## config.mk

```make
export PLATFORM = sky130hd
export DESIGN_NAME = frame_buffer_ownership_table
export DESIGN_NICKNAME = d
export VERILOG_FILES = /design/src/fbot_pkg.sv /design/src/fbot_cell.sv /design/src/fbot_ctrl.sv /design/src/frame_buffer_ownership_table.sv
export SDC_FILE = /design/constraint.sdc
export NUM_CORES = 1
export LEC_CHECK = 0
export ABC_AREA = 1
export BUFFER_PORTS_ARGS = -buffer_cell sky130_fd_sc_hd__buf_2
export CAP_MARGIN = 20
export CORE_ASPECT_RATIO = 1.4
export CORE_UTILIZATION = 54
export DETAILED_ROUTE_END_ITERATION = 16
export MAX_ROUTING_LAYER = met4
export PLACE_DENSITY = 0.75
export SLEW_MARGIN = 30
export SYNTH_ARGS = -nofsm -noshare
export SYNTH_HDL_FRONTEND = slang
export SYNTH_SLANG_ARGS = --single-unit
```

## constraint.sdc

```tcl
create_clock -name clk_i -period 3.2 [get_ports clk_i]
set_input_delay 0.8 -clock clk_i [delete_from_list [all_inputs] [get_ports clk_i]]
set_output_delay 0.8 -clock clk_i [all_outputs]
set_load 0.05 [all_outputs]
```

## src/fbot_pkg.sv

```systemverilog
`default_nettype none

package fbot_pkg;

  localparam int unsigned NUM_BUFFERS = 4;
  localparam int unsigned ID_W = (NUM_BUFFERS > 2) ? $clog2(NUM_BUFFERS) : 1;

  typedef enum logic [2:0] {
    FN_START    = 3'd0,
    FN_DONE     = 3'd1,
    FN_CHECKOUT = 3'd2,
    FN_CHECKIN  = 3'd3,
    FN_CHOWN    = 3'd4,
    FN_FIND     = 3'd5
  } func_e;

  typedef enum logic [1:0] {
    ST_EMPTY = 2'd0,
    ST_ACQ   = 2'd1,
    ST_AVAIL = 2'd2
  } status_e;

  typedef enum logic {
    S_IDLE = 1'b0,
    S_WALK = 1'b1
  } state_e;

  typedef struct packed {
    logic [2:0] func;
    logic [3:0] owner;
    logic [3:0] new_owner;
    logic [1:0] buffer_sel;
  } req_t;

  typedef struct packed {
    logic        found;
    logic [1:0]  buffer_out;
    logic [1:0]  completed_buffer;
    logic [31:0] frame_number;
    logic [1:0]  buffer_status;
  } rsp_t;

  // One buffer record, kept in the cell of its age position.
  typedef struct packed {
    logic [ID_W-1:0] id;
    logic            held;
    logic [3:0]      owner;
    logic [1:0]      status;
    logic [31:0]     stamp;
  } rec_t;

  // A command walking along the row of cells.
  typedef struct packed {
    logic            valid;
    logic            up;
    req_t            req;
    logic            done;
    rec_t            rec;
    logic [ID_W-1:0] hid;
  } probe_t;

  typedef struct packed {
    logic valid;
    rec_t rec;
  } shift_t;

  // True when the selected buffer number exists and names this buffer.
  function automatic logic sel_hit(input logic [ID_W-1:0] id, input logic [1:0] sel);
    return (32'(sel) < NUM_BUFFERS) && (32'(id) == 32'(sel));
  endfunction

  // Frame done walks from the oldest position down to the head; all else walks up.
  function automatic logic is_up(input logic [2:0] func);
    return func != FN_DONE;
  endfunction

endpackage

`default_nettype wire

```

## src/fbot_cell.sv

```systemverilog
`default_nettype none

module fbot_cell (
  input  wire                              clk_i,
  input  wire                              rst_ni,
  input  wire                              head_i,
  input  wire  [fbot_pkg::ID_W-1:0]        reset_id_i,
  input  wire  [31:0]                      count_i,
  input  fbot_pkg::probe_t                 probe_i,
  output fbot_pkg::probe_t                 probe_o,
  input  fbot_pkg::shift_t                 shift_i,
  output fbot_pkg::shift_t                 shift_o
);

  fbot_pkg::rec_t   rec_q, rec_d;
  fbot_pkg::probe_t probe_q;
  fbot_pkg::rec_t   head_rec;
  fbot_pkg::rec_t   moved;
  logic             own_hit;

  always_comb begin
    rec_d    = rec_q;
    probe_o  = probe_q;
    shift_o  = '0;
    own_hit  = (rec_q.owner == probe_q.req.owner);
    head_rec = rec_q;
    head_rec.held   = 1'b0;
    head_rec.owner  = 4'd0;
    head_rec.status = fbot_pkg::ST_AVAIL;
    head_rec.stamp  = count_i;
    moved = head_rec;
    if (probe_q.valid) begin
      case (probe_q.req.func)
        fbot_pkg::FN_START: begin
          if (head_i) begin
            rec_d.status  = fbot_pkg::ST_ACQ;
            probe_o.done  = 1'b1;
            probe_o.rec   = rec_d;
          end
        end
        fbot_pkg::FN_CHECKOUT: begin
          if (!head_i && !probe_q.done && !rec_q.held) begin
            rec_d.held   = 1'b1;
            rec_d.owner  = probe_q.req.owner;
            probe_o.done = 1'b1;
            probe_o.rec  = rec_d;
          end
        end
        fbot_pkg::FN_CHECKIN: begin
          if (!probe_q.done && own_hit &&
              fbot_pkg::sel_hit(rec_q.id, probe_q.req.buffer_sel)) begin
            rec_d.held   = 1'b0;
            rec_d.owner  = 4'd0;
            probe_o.done = 1'b1;
            probe_o.rec  = rec_d;
          end
        end
        fbot_pkg::FN_CHOWN: begin
          if (!probe_q.done && own_hit &&
              fbot_pkg::sel_hit(rec_q.id, probe_q.req.buffer_sel)) begin
            rec_d.owner  = probe_q.req.new_owner;
            probe_o.done = 1'b1;
            probe_o.rec  = rec_d;
          end
        end
        fbot_pkg::FN_FIND: begin
          if (!head_i && !probe_q.done && own_hit) begin
            probe_o.done = 1'b1;
            probe_o.rec  = rec_q;
          end
        end
        fbot_pkg::FN_DONE: begin
          if (head_i) begin
            // The finished head moves up one place when a buffer was picked.
            probe_o.hid = rec_q.id;
            if (probe_q.done) begin
              shift_o.valid = 1'b1;
              shift_o.rec   = head_rec;
              moved         = probe_q.rec;
            end
            rec_d        = moved;
            rec_d.held   = 1'b0;
            rec_d.owner  = 4'd0;
            rec_d.status = fbot_pkg::ST_ACQ;
            probe_o.done = 1'b1;
            probe_o.rec  = rec_d;
            probe_o.rec.stamp = count_i;
          end else if (probe_q.done) begin
            // Below the picked position every record moves up by one.
            shift_o.valid = 1'b1;
            shift_o.rec   = rec_q;
          end else if (!rec_q.held) begin
            probe_o.done = 1'b1;
            probe_o.rec  = rec_q;
          end
        end
        default: begin
        end
      endcase
    end
    if (shift_i.valid) begin
      rec_d = shift_i.rec;
    end
  end

  always_ff @(posedge clk_i or negedge rst_ni) begin
    if (!rst_ni) begin
      rec_q   <= '{id: reset_id_i, held: 1'b0, owner: 4'd0,
                   status: fbot_pkg::ST_EMPTY, stamp: 32'd0};
      probe_q <= '0;
    end else begin
      rec_q   <= rec_d;
      probe_q <= probe_i;
    end
  end

endmodule

`default_nettype wire

```

## src/fbot_ctrl.sv

```systemverilog
`default_nettype none

module fbot_ctrl (
  input  wire                  clk_i,
  input  wire                  rst_ni,
  input  wire                  in_valid_i,
  output logic                 in_stall_o,
  input  fbot_pkg::req_t       in_req_i,
  output fbot_pkg::probe_t     inject_o,
  input  fbot_pkg::probe_t     exit_i,
  output logic [31:0]          count_o,
  output logic                 out_valid_o,
  input  wire                  out_stall_i,
  output fbot_pkg::rsp_t       out_rsp_o
);

  fbot_pkg::state_e state_q, state_d;
  logic             accept;
  logic             take;
  logic             exit_done;
  fbot_pkg::rsp_t   rsp;
  fbot_pkg::rsp_t   out_q, out_d, skid_q, skid_d;
  logic             out_valid_q, out_valid_d, skid_valid_q, skid_valid_d;
  logic [31:0]      count_q, count_d;
  logic [fbot_pkg::ID_W-1:0] last_q, last_d;

  assign exit_done = exit_i.valid && (exit_i.req.func == fbot_pkg::FN_DONE);
  assign take      = out_valid_q && !out_stall_i;

  always_comb begin
    state_d    = state_q;
    in_stall_o = !((state_q == fbot_pkg::S_IDLE) && !skid_valid_q);
    accept     = in_valid_i && !in_stall_o;
    case (state_q)
      fbot_pkg::S_IDLE: begin
        if (accept) begin
          state_d = fbot_pkg::S_WALK;
        end
      end
      fbot_pkg::S_WALK: begin
        if (exit_i.valid) begin
          state_d = fbot_pkg::S_IDLE;
        end
      end
      default: state_d = fbot_pkg::S_IDLE;
    endcase
  end

  always_comb begin
    inject_o       = '0;
    inject_o.valid = accept;
    inject_o.up    = fbot_pkg::is_up(in_req_i.func);
    inject_o.req   = in_req_i;
  end

  always_comb begin
    rsp = '0;
    rsp.found = exit_i.done;
    if (exit_i.done) begin
      rsp.buffer_out    = 2'(exit_i.rec.id);
      rsp.frame_number  = exit_i.rec.stamp;
      rsp.buffer_status = exit_i.rec.status;
    end
    rsp.completed_buffer = exit_done ? 2'(exit_i.hid) : 2'(last_q);

    last_d  = exit_done ? exit_i.hid : last_q;
    count_d = exit_done ? count_q + 32'd1 : count_q;

    out_d        = out_q;
    out_valid_d  = out_valid_q && !take;
    skid_d       = skid_q;
    skid_valid_d = skid_valid_q;
    if (exit_i.valid) begin
      if (!out_valid_q || take) begin
        out_d       = rsp;
        out_valid_d = 1'b1;
      end else begin
        skid_d       = rsp;
        skid_valid_d = 1'b1;
      end
    end else if (take && skid_valid_q) begin
      out_d        = skid_q;
      out_valid_d  = 1'b1;
      skid_valid_d = 1'b0;
    end
  end

  always_ff @(posedge clk_i or negedge rst_ni) begin
    if (!rst_ni) begin
      state_q <= fbot_pkg::S_IDLE;
    end else begin
      state_q <= state_d;
    end
  end

  always_ff @(posedge clk_i or negedge rst_ni) begin
    if (!rst_ni) begin
      out_valid_q  <= 1'b0;
      skid_valid_q <= 1'b0;
      count_q      <= '0;
      last_q       <= '0;
    end else begin
      out_valid_q  <= out_valid_d;
      skid_valid_q <= skid_valid_d;
      count_q      <= count_d;
      last_q       <= last_d;
    end
  end

  always_ff @(posedge clk_i) begin
    out_q  <= out_d;
    skid_q <= skid_d;
  end

  assign count_o     = count_q;
  assign out_valid_o = out_valid_q;
  assign out_rsp_o   = out_q;

endmodule

`default_nettype wire

```

## src/frame_buffer_ownership_table.sv

```systemverilog
// Frame buffer ownership table: a pool of NUM_BUFFERS camera frame buffers kept
// in age order, position 0 being the buffer under capture.
// Requests arrive on the in channel (in_valid_i, in_stall_o, in_req_i) and each
// one yields exactly one response on the out channel (out_valid_o, out_stall_i,
// out_rsp_o). A request is taken at a clock edge where valid is high and stall
// is low.
// The state sits in a row of cells, one per age position. A request travels
// through the row as a probe, one cell per cycle, upward from the head for most
// commands and downward from the oldest position for frame done, where the
// records below the chosen buffer are handed one cell up as the probe passes.
// The response is registered in the output register as the probe leaves the
// row, and the controller returns to idle; only then is a new request taken,
// so a request is through the row before the next one enters it.
// A skid register behind the output register lets a new request start while a
// response still waits; in_stall_o rises only while a walk is under way or both
// response registers are full. A stalled response holds steady.
// Reset puts buffer i at position i with every buffer free, unowned, empty and
// stamped zero, and clears the frame counter; no clearing pass is needed.
`default_nettype none

module frame_buffer_ownership_table (
  input  wire                clk_i,
  input  wire                rst_ni,
  input  wire                in_valid_i,
  output logic               in_stall_o,
  input  fbot_pkg::req_t     in_req_i,
  output logic               out_valid_o,
  input  wire                out_stall_i,
  output fbot_pkg::rsp_t     out_rsp_o
);

  localparam int unsigned N = fbot_pkg::NUM_BUFFERS;

  fbot_pkg::probe_t probe_in  [N];
  fbot_pkg::probe_t probe_out [N];
  fbot_pkg::shift_t shift     [N];
  fbot_pkg::probe_t inject;
  fbot_pkg::probe_t exit_probe;
  logic [31:0]      count;

  fbot_ctrl u_ctrl (
    .clk_i       (clk_i),
    .rst_ni      (rst_ni),
    .in_valid_i  (in_valid_i),
    .in_stall_o  (in_stall_o),
    .in_req_i    (in_req_i),
    .inject_o    (inject),
    .exit_i      (exit_probe),
    .count_o     (count),
    .out_valid_o (out_valid_o),
    .out_stall_i (out_stall_i),
    .out_rsp_o   (out_rsp_o)
  );

  // An upward probe leaves past the oldest cell, a downward one past the head.
  always_comb begin
    exit_probe = '0;
    if (probe_out[N-1].valid && probe_out[N-1].up) begin
      exit_probe = probe_out[N-1];
    end else if (probe_out[0].valid && !probe_out[0].up) begin
      exit_probe = probe_out[0];
    end
  end

  for (genvar p = 0; p < N; p++) begin : g_cell
    fbot_pkg::probe_t from_left;
    fbot_pkg::probe_t from_right;
    fbot_pkg::shift_t shift_in;

    if (p == 0) begin : g_left_edge
      assign from_left = inject;
      assign shift_in  = '0;
    end else begin : g_left_cell
      assign from_left = probe_out[p-1];
      assign shift_in  = shift[p-1];
    end

    if (p == N - 1) begin : g_right_edge
      assign from_right = inject;
    end else begin : g_right_cell
      assign from_right = probe_out[p+1];
    end

    always_comb begin
      probe_in[p] = '0;
      if (from_left.valid && from_left.up) begin
        probe_in[p] = from_left;
      end else if (from_right.valid && !from_right.up) begin
        probe_in[p] = from_right;
      end
    end

    fbot_cell u_cell (
      .clk_i      (clk_i),
      .rst_ni     (rst_ni),
      .head_i     (p == 0),
      .reset_id_i (fbot_pkg::ID_W'(p)),
      .count_i    (count),
      .probe_i    (probe_in[p]),
      .probe_o    (probe_out[p]),
      .shift_i    (shift_in),
      .shift_o    (shift[p])
    );
  end

endmodule

`default_nettype wire

```

==> impl_metrics.tcl, run 1 <==
set metrics [dict create \
    worstPathRequired_ns 3.54 \
    finClkSkew_ns 0.02160 \
    min_period_ns 2.901 \
    clk_latency_ns 0.58 \
    area_growth_pct 10.16 \
    p_int_mw 10.60 \
    status "completed" \
    chipHeight_microns 258.7 \
    cpMaxStageDelayCell "dfstp_2" \
    overflow 0 \
    met1_usage_pct 42.61 \
    antenna_found_initial 0 \
    cp_top_family "simple AND/OR/NAND/NOR gates" \
    cpPeakStageDelay_ns 0.56 \
    end_kind "flop" \
    wl_per_cell_microns 21.07 \
    synth_nets 3302 \
    diodes 0 \
    dr.pass1.iters 6 \
    drt_iter0_drc 2348 \
    finalWorstSetupSlack_ns 0.2989 \
    dp_hpwl_microns 53470 \
    min_path_type "input port to async pin" \
    path_cells "xor2_1 -> nor2_1 -> and3_1 -> nand2_2 -> buf_12 -> nand3_1 -> nand2_1 -> nand2_1 -> nand2_1 -> nand2_1 -> nand2_1" \
    syn_area_per_cell_sq_um 7.742 \
    cp-startpoint "g_cell[3].u_cell.head_rec[40]$_DFFE_PN1P_" \
    vias_per_cell 5.963 \
    p_per_area_nw_per_um2 563.4 \
    fp.dieW_microns 185.4 \
    grt_max_degree 74 \
    cts_hold_buf 0 \
    use_met3_pct 5.228 \
    ys_ff_latch 492 \
    instances_no_fill 3940 \
    synth_cell_types 47 \
    slew_headroom_pct 33.36 \
    port_buffers 57 \
    grt_pass1_wl_microns 129600 \
    htreeDepth 2 \
    seq_area_frac_synth_pct 49.98 \
    syn_area_sq_um 25430 \
    path_buf_inv 1 \
    pin_count 58 \
    slew_viol_final 0 \
    timing.fmax_mhz 344.7 \
    switching_share_pct 32.83 \
    clkPwrFrac_pct 36.1 \
    reg2reg_from "g_cell[3].u_cell.head_rec[40]$_DFFE_PN1P_" \
    hold_violations 0 \
    path_max_fanout 21 \
    comb_power_share_pct 20.2 \
    fin_tns_setup_ns 0 \
    vias 23500 \
    pre_cts_ws_ns 0.4152 \
    wl_microns 83010 \
    grt_usage_pct 36.60 \
    leakagePower_nw 14.42 \
    cts.path.max_buffers 3 \
    cp_common_cell "nand2_1" \
    initial_core_util_pct 55.04 \
    rows 93 \
    drive_gt1_share_pct 10.80 \
    gr-max-usage-layer "met2" \
    critPathKind "flop to flop" \
    peakVddDrop_mv 0.5144 \
    die_area_sq_um 47970 \
    use_met2_pct 58.58 \
    cts_sinks 492 \
    cts_resized 0 \
    drcViolationCount 0 \
    ys.flop_type "dfrtp_1" \
    placedCellCount 3850 \
    tightest_slew_ns 0.9982 \
    final-setup-viol-count 0 \
    p_sw_mw 5.181 \
    synthArstFlopShare_pct 84.15 \
    rsz0062_at_grt "false" \
    nFillCells 4115 \
    p_seq_share_pct 43.8 \
    grt_pass1_vias 23620 \
    critPathArrivalTime_ns 3.24 \
    drv_cap 0 \
    start_kind "flop" \
    synth_edf_count 78 \
    core_sq_um 46200 \
    power.total_mw 15.78 \
    gp_congestion 0.9417 \
    postCtsSetupBuffers 0 \
    clkTransAtPathRegs_ns 0.06 \
    numCtsBuffers 48 \
    nets 3301 \
    root_buffer "clkbuf_16" \
    drt.antenna.violating_nets 0 \
    yosys_warnings 0 \
    cts_tree "done" \
    synthesis.instances 3284 \
    min_period_over_period_pct 90.66 \
]
==> per-stage QoR <==
stage               cell area, sq um  util, %  hold WS [ns]
CTS                            28010    60.63        0.2376
finish                         28010    60.63        0.2138
global route                   28010    60.63        0.2615
detailed placement             26450    57.26        0.4526
floorplan                      25430        -        0.4216
global placement               26410    57.17        0.4357
==> layout by cell type (no fill, tap or decap), drive strengths merged <==
cell	netlist	final
inv	315	317
nand4	9	9
dfrtp	410	410
nand2	1364	1364
o21ba	1	1
nor2	78	78
o32a	1	1
or2	36	36
ha	1	1
o22ai	48	48
clkinv	1	10
nand3	174	174
bufinv	0	1
o21ai	264	264
buf	61	120
o21a	1	1
a221oi	20	20
clkbuf	110	78
nand3b	2	2
xnor2	9	9
o32ai	1	1
nor3	22	22
a21oi	102	102
edfxtp	78	78
xor2	38	38
nor4	5	5
dfstp	4	4
and3	1	1
o211ai	125	125
a31oi	1	1
a22oi	2	2
==> synth_stat cells (38+ instances only) <==
cell / number / area (sq um)
nand2_1: 1329 / 4989
dfrtp_1: 410 / 10260
inv_1: 267 / 1002
o21ai_0: 225 / 1126
nand3_1: 173 / 865.8
o211ai_1: 125 / 938.4
clkbuf_1: 110 / 412.9
a21oi_1: 100 / 500.5
edfxtp_1: 78 / 2342
nor2_1: 61 / 229.0
inv_2: 48 / 180.2
o22ai_1: 48 / 300.3
xor2_1: 38 / 332.8
==> logic make-up after synthesis <==
group                    Yosys count  share of synthesized area [%]
AND/OR/NAND/NOR                 1691                          27.51
AO/OA/AOI/OAI                    566                          13.14
flip-flops                       492                          49.98
buffers and inverters            487                          7.701
XOR/XNOR                          47                          1.619
adder cells (fa/ha/maj)            1                        0.04920
==> path summary, 6_finish.rpt <==
path / slack (ns) / to / depth (start not counted)
max: 0.30 / u_ctrl.out_rsp_o[37]$_DFFE_PP_ / 11
min: 0.21 / g_cell[2].u_cell.probe_q[10]$_DFF_PN0_ / 1
max reg2reg: 0.30 / u_ctrl.out_rsp_o[37]$_DFFE_PP_ / 11
min reg2reg: 0.47 / g_cell[0].u_cell.rec_q[32]$_DFFE_PN0P_ / 2
max in group asynchronous: 2.13 / g_cell[1].u_cell.probe_q[4]$_DFF_PN0_ / 2
min in group clk_i: 0.47 / g_cell[0].u_cell.rec_q[32]$_DFFE_PN0P_ / 2
==> routing by layer <==
| layer | vias up | wire [microns] |
|---|---|---|
| li1 | 10590 | - |
| met1 | 11210 | 30140 |
| met2 | 1277 | 39620 |
| met3 | 419 | 6878 |
| met4 | 0 | 6368 |
| met5 | - | 0 |
==> worst reg2reg max path, cell delays in order (launching register included) <==
cell and delay [ns]:
dfstp_2 0.56, xor2_1 0.07, nor2_1 0.39, and3_1 0.30
nand2_2 0.48, buf_12 0.38, nand3_1 0.09, nand2_1 0.09
nand2_1 0.08, nand2_1 0.06, nand2_1 0.09, nand2_1 0.07
==> state kept, by name, summed over array words and instances, names as in the netlist, 2 cells and up <==
register	flops
u_ctrl.skid_q	39
g_cell.u_cell.head_rec	8
g_cell.u_cell.rec_q	153
u_ctrl.out_rsp_o	39
u_ctrl.count_o	32
g_cell.u_cell.probe_q	156
u_ctrl.last_q	2
g_cell.u_cell.probe_o	60
==> power by group through the flow <==
stage                     Combinational, mW  Clock (mW)  Sequential [mW]
final                                  3.18        5.69             6.91
after global routing                   3.38        5.97             6.93
after CTS                              3.12        5.73             6.89
after detailed placement               3.12           0             7.01
after global placement                 3.07           0             7.00
after floorplan                        1.50           0             7.50
==> cell type report <==
class / count / area [sq um] / area share (%)
well taps: 617 / 772.0 / 2.756
repair buffers: 120 / 958.4 / 3.422
multi-input cells: 2305 / 10830 / 38.66
inverters: 316 / 1186 / 4.235
clock buffers: 78 / 1466 / 5.235
flip-flops and latches: 492 / 12710 / 45.37
clock inverters: 12 / 90.09 / 0.3216
(Power assumes the default switching activity.)
==> run 2, diff against run 1 <==
--- a/config.mk
+++ b/config.mk
@@ -5,7 +5,7 @@
 export SDC_FILE = /design/constraint.sdc
 export NUM_CORES = 1
 export LEC_CHECK = 0
-export ABC_AREA = 1
+export ABC_AREA = 0
 export BUFFER_PORTS_ARGS = -buffer_cell sky130_fd_sc_hd__buf_2
 export CAP_MARGIN = 20
 export CORE_ASPECT_RATIO = 1.4
==> impl_metrics.tcl, run 2 <==
set metrics [dict create \
    status "completed" \
    initial_core_util_pct 54.67 \
    p_sw_mw 5.746 \
    cp_num_cells 7 \
    drive_gt1_share_pct 15.91 \
    p_int_mw 11.44 \
    dp_hpwl_microns 49320 \
    start_kind "flop" \
    wl_microns 82370 \
    core_sq_um 43950 \
    path_cells "nor4b_2 -> o221ai_4 -> buf_4 -> nor4_1 -> o31ai_1 -> a32oi_1 -> a21o_1" \
    cpMaxStageDelayCell "nor4b_2" \
    drt_iter0_drc 2321 \
    syn_area_per_cell_sq_um 10.45 \
    synth_edf_count 78 \
    vias_per_cell 7.082 \
    seq_area_frac_synth_pct 52.89 \
    slew_headroom_pct 37.24 \
    timing.fmax_mhz 340.8 \
    tightest_slew_ns 0.9384 \
    drt.antenna.violating_nets 0 \
    critPathKind "flop to flop" \
    rrSetupSlack_ns 0.27 \
    min_period_ns 2.935 \
    leakagePower_nw 11.97 \
    ys.flop_type "dfrtp_1" \
    reg2reg_from "g_cell[0].u_cell.probe_o[54]$_DFF_PN0_" \
    multiInputGateArea_sq_um 10410 \
    timing.hold.ws_ns 0.2602 \
    postCtsSetupBuffers 0 \
    cts_hold_buf 0 \
    synth_cell_types 84 \
    placedCellCount 2827 \
    cp-startpoint "g_cell[0].u_cell.probe_o[54]$_DFF_PN0_" \
    cts_tree "done" \
    rsz0062_at_grt "false" \
    critPathArrivalTime_ns 3.38 \
    vias 20650 \
    p_per_area_nw_per_um2 633.4 \
    power.total_mw 17.19 \
    worstPathRequired_ns 3.65 \
    switching_share_pct 33.43 \
    finalWorstSetupSlack_ns 0.2655 \
    wl_per_cell_microns 28.25 \
    synth_nets 2318 \
    synth_common_cells "dfrtp_1 (410), nand2_1 (351), nor2_1 (147)" \
    peakVddDrop_mv 0.5226 \
    gp_congestion 0.9326 \
    ff_latch_area_sq_um 12710 \
    htreeDepth 2 \
    design_area_sq_um 27130 \
    dr.pass1.iters 6 \
    reg2reg_depth 7 \
    chipHeight_microns 251.6 \
    yosysMostFrequentCell "dfrtp_1" \
    cts.path.max_buffers 3 \
    min_path_type "input port to async pin" \
    nFillCells 3554 \
    final_common_cell "dfrtp_1" \
    antenna_found_initial 1 \
    yosysTopAreaCellShare_pct 42.70 \
    final_cell_mix "dfrtp_1 (408), nand2_1 (350), a22o_1 (145)" \
    clk_latency_ns 0.59 \
    rows 91 \
    cp_top_family "simple AND/OR/NAND/NOR gates" \
    comb_power_share_pct 23.1 \
    slew_viol_final 0 \
    cpPeakStageDelay_ns 0.68 \
    grt_max_degree 87 \
    synthArstFlopShare_pct 84.15 \
    grt_pass1_wl_microns 124700 \
    largest_reg_flops 156 \
    cts_resized 0 \
    final-setup-viol-count 0 \
    instances_no_fill 2916 \
    crit_end "u_ctrl.out_rsp_o[3]$_DFFE_PP_" \
    path_buf_inv 1 \
    fp.dieW_microns 180.3 \
    ys_ff_latch 492 \
    top_register "g_cell.u_cell.probe_q" \
    drcViolationCount 0 \
    end_kind "flop" \
    root_buffer "clkbuf_16" \
    fin_util_pct 61.73 \
    nets 2337 \
    yosys.area.top_type "dfrtp_1" \
    place_area_sq_um 25490 \
    finClkSkew_ns 0.02155 \
    worstReg2RegEnd "u_ctrl.out_rsp_o[3]$_DFFE_PP_" \
    fin_tns_setup_ns 0 \
    synthesis.instances 2300 \
    die_area_sq_um 45350 \
    area_growth_pct 12.92 \
    pre_cts_ws_ns 0.3471 \
    overflow 0 \
    p_seq_share_pct 42.5 \
    pin_count 58 \
    yosys_warnings 0 \
    numCtsBuffers 48 \
    clkPwrFrac_pct 34.5 \
    port_buffers 57 \
    synth.area.top_cells "dfrtp_1 (43%), edfxtp_1 (9.7%), nand2_1 (5.5%)" \
    cts_sinks 492 \
    grt_usage_pct 37.61 \
    clkTransAtPathRegs_ns 0.06 \
    min_period_over_period_pct 91.70 \
    drv_cap 0 \
    path_max_fanout 13 \
    grt_pass1_vias 20950 \
    syn_area_sq_um 24030 \
    hold_violations 0 \
]
-- run 2: cell types whose count changed after synthesis, moves of 41 or more --
cell      previous run  this run
o31ai_1              0        70
nand3_1            173        20
o211ai_1           125        10
inv_1              267        52
a22o_1               0       145
mux2i_1              0        41
mux2_2               0        50
nand2_1           1329       351
inv_2               48         1
o21ai_0            225        42
nor2_1              61       147
-- run 2: cell families after synthesis --
group / share of synthesized area [%]
and+or+nand+nor: 15.21
AOI/OAI and AO/OA: 21.10
DFF: 52.89
buffers and inverters: 4.520
muxes: 4.051
xor gates and xnor gates: 2.182
adders and majority gates: 0.05207
-- run 2: how the worst min path moves through the flow --
stage | startpoint | end | slack (ns) | cells past startpoint
finish | rst_ni | g_cell[2].u_cell.probe_q[19]$_DFF_PN0_ | 0.26 | 1
global route | rst_ni | g_cell[2].u_cell.probe_q[19]$_DFF_PN0_ | 0.32 | 1
CTS | rst_ni | g_cell[0].u_cell.probe_q[19]$_DFF_PN0_ | 0.30 | 1
detailed placement | g_cell[0].u_cell.probe_q[42]$_DFF_PN0_ | g_cell[0].u_cell.head_rec[40]$_DFFE_PN0P_ | 0.46 | 2
global placement | u_ctrl.state_q$_DFF_PN0_ | u_ctrl.state_q$_DFF_PN0_ | 0.46 | 1
floorplan | g_cell[0].u_cell.probe_q[42]$_DFF_PN0_ | g_cell[0].u_cell.head_rec[40]$_DFFE_PN0P_ | 0.44 | 2
-- run 2: area by class of cell --
class	instances	area share (%)
well taps	558	2.573
inverters	55	0.7609
clock inverters	15	0.6456
multi-input cells	1559	38.38
clock buffers	73	5.377
diodes	1	0.009223
repair buffers	163	5.405
flip-flops and latches	492	46.85
-- run 2: power groups by stage --
stage / Sequential, mW / Combinational (mW) / Clock [mW]
5_1_grt: 7.34 / 4.08 / 6.20
4_1_cts: 7.29 / 3.87 / 5.94
3_3_place_gp: 7.40 / 3.79 / 0
6_report: 7.30 / 3.96 / 5.92
2_1_floorplan: 7.87 / 1.89 / 0
3_5_place_dp: 7.41 / 3.86 / 0
-- run 2: worst register-to-register path, delay by kind of cell, from the launching register on --
family,cells,cell delay (ns)
AOI/OAI and AO/OA,4,0.93
DFF,1,0.51
and+or+nand+nor,2,1.05
buffers and inverters,1,0.32
-- run 2: metal layers --
| layer | vias up | track usage (%) | part of all wire, % |
|---|---|---|---|
| met1 | 9977 | 43.14 | 34 |
| li1 | 8557 | - | - |
| met5 | - | - | 0 |
| met4 | 0 | 28.60 | 8.9 |
| met3 | 571 | 7.058 | 11 |
| met2 | 1545 | 58.85 | 46 |
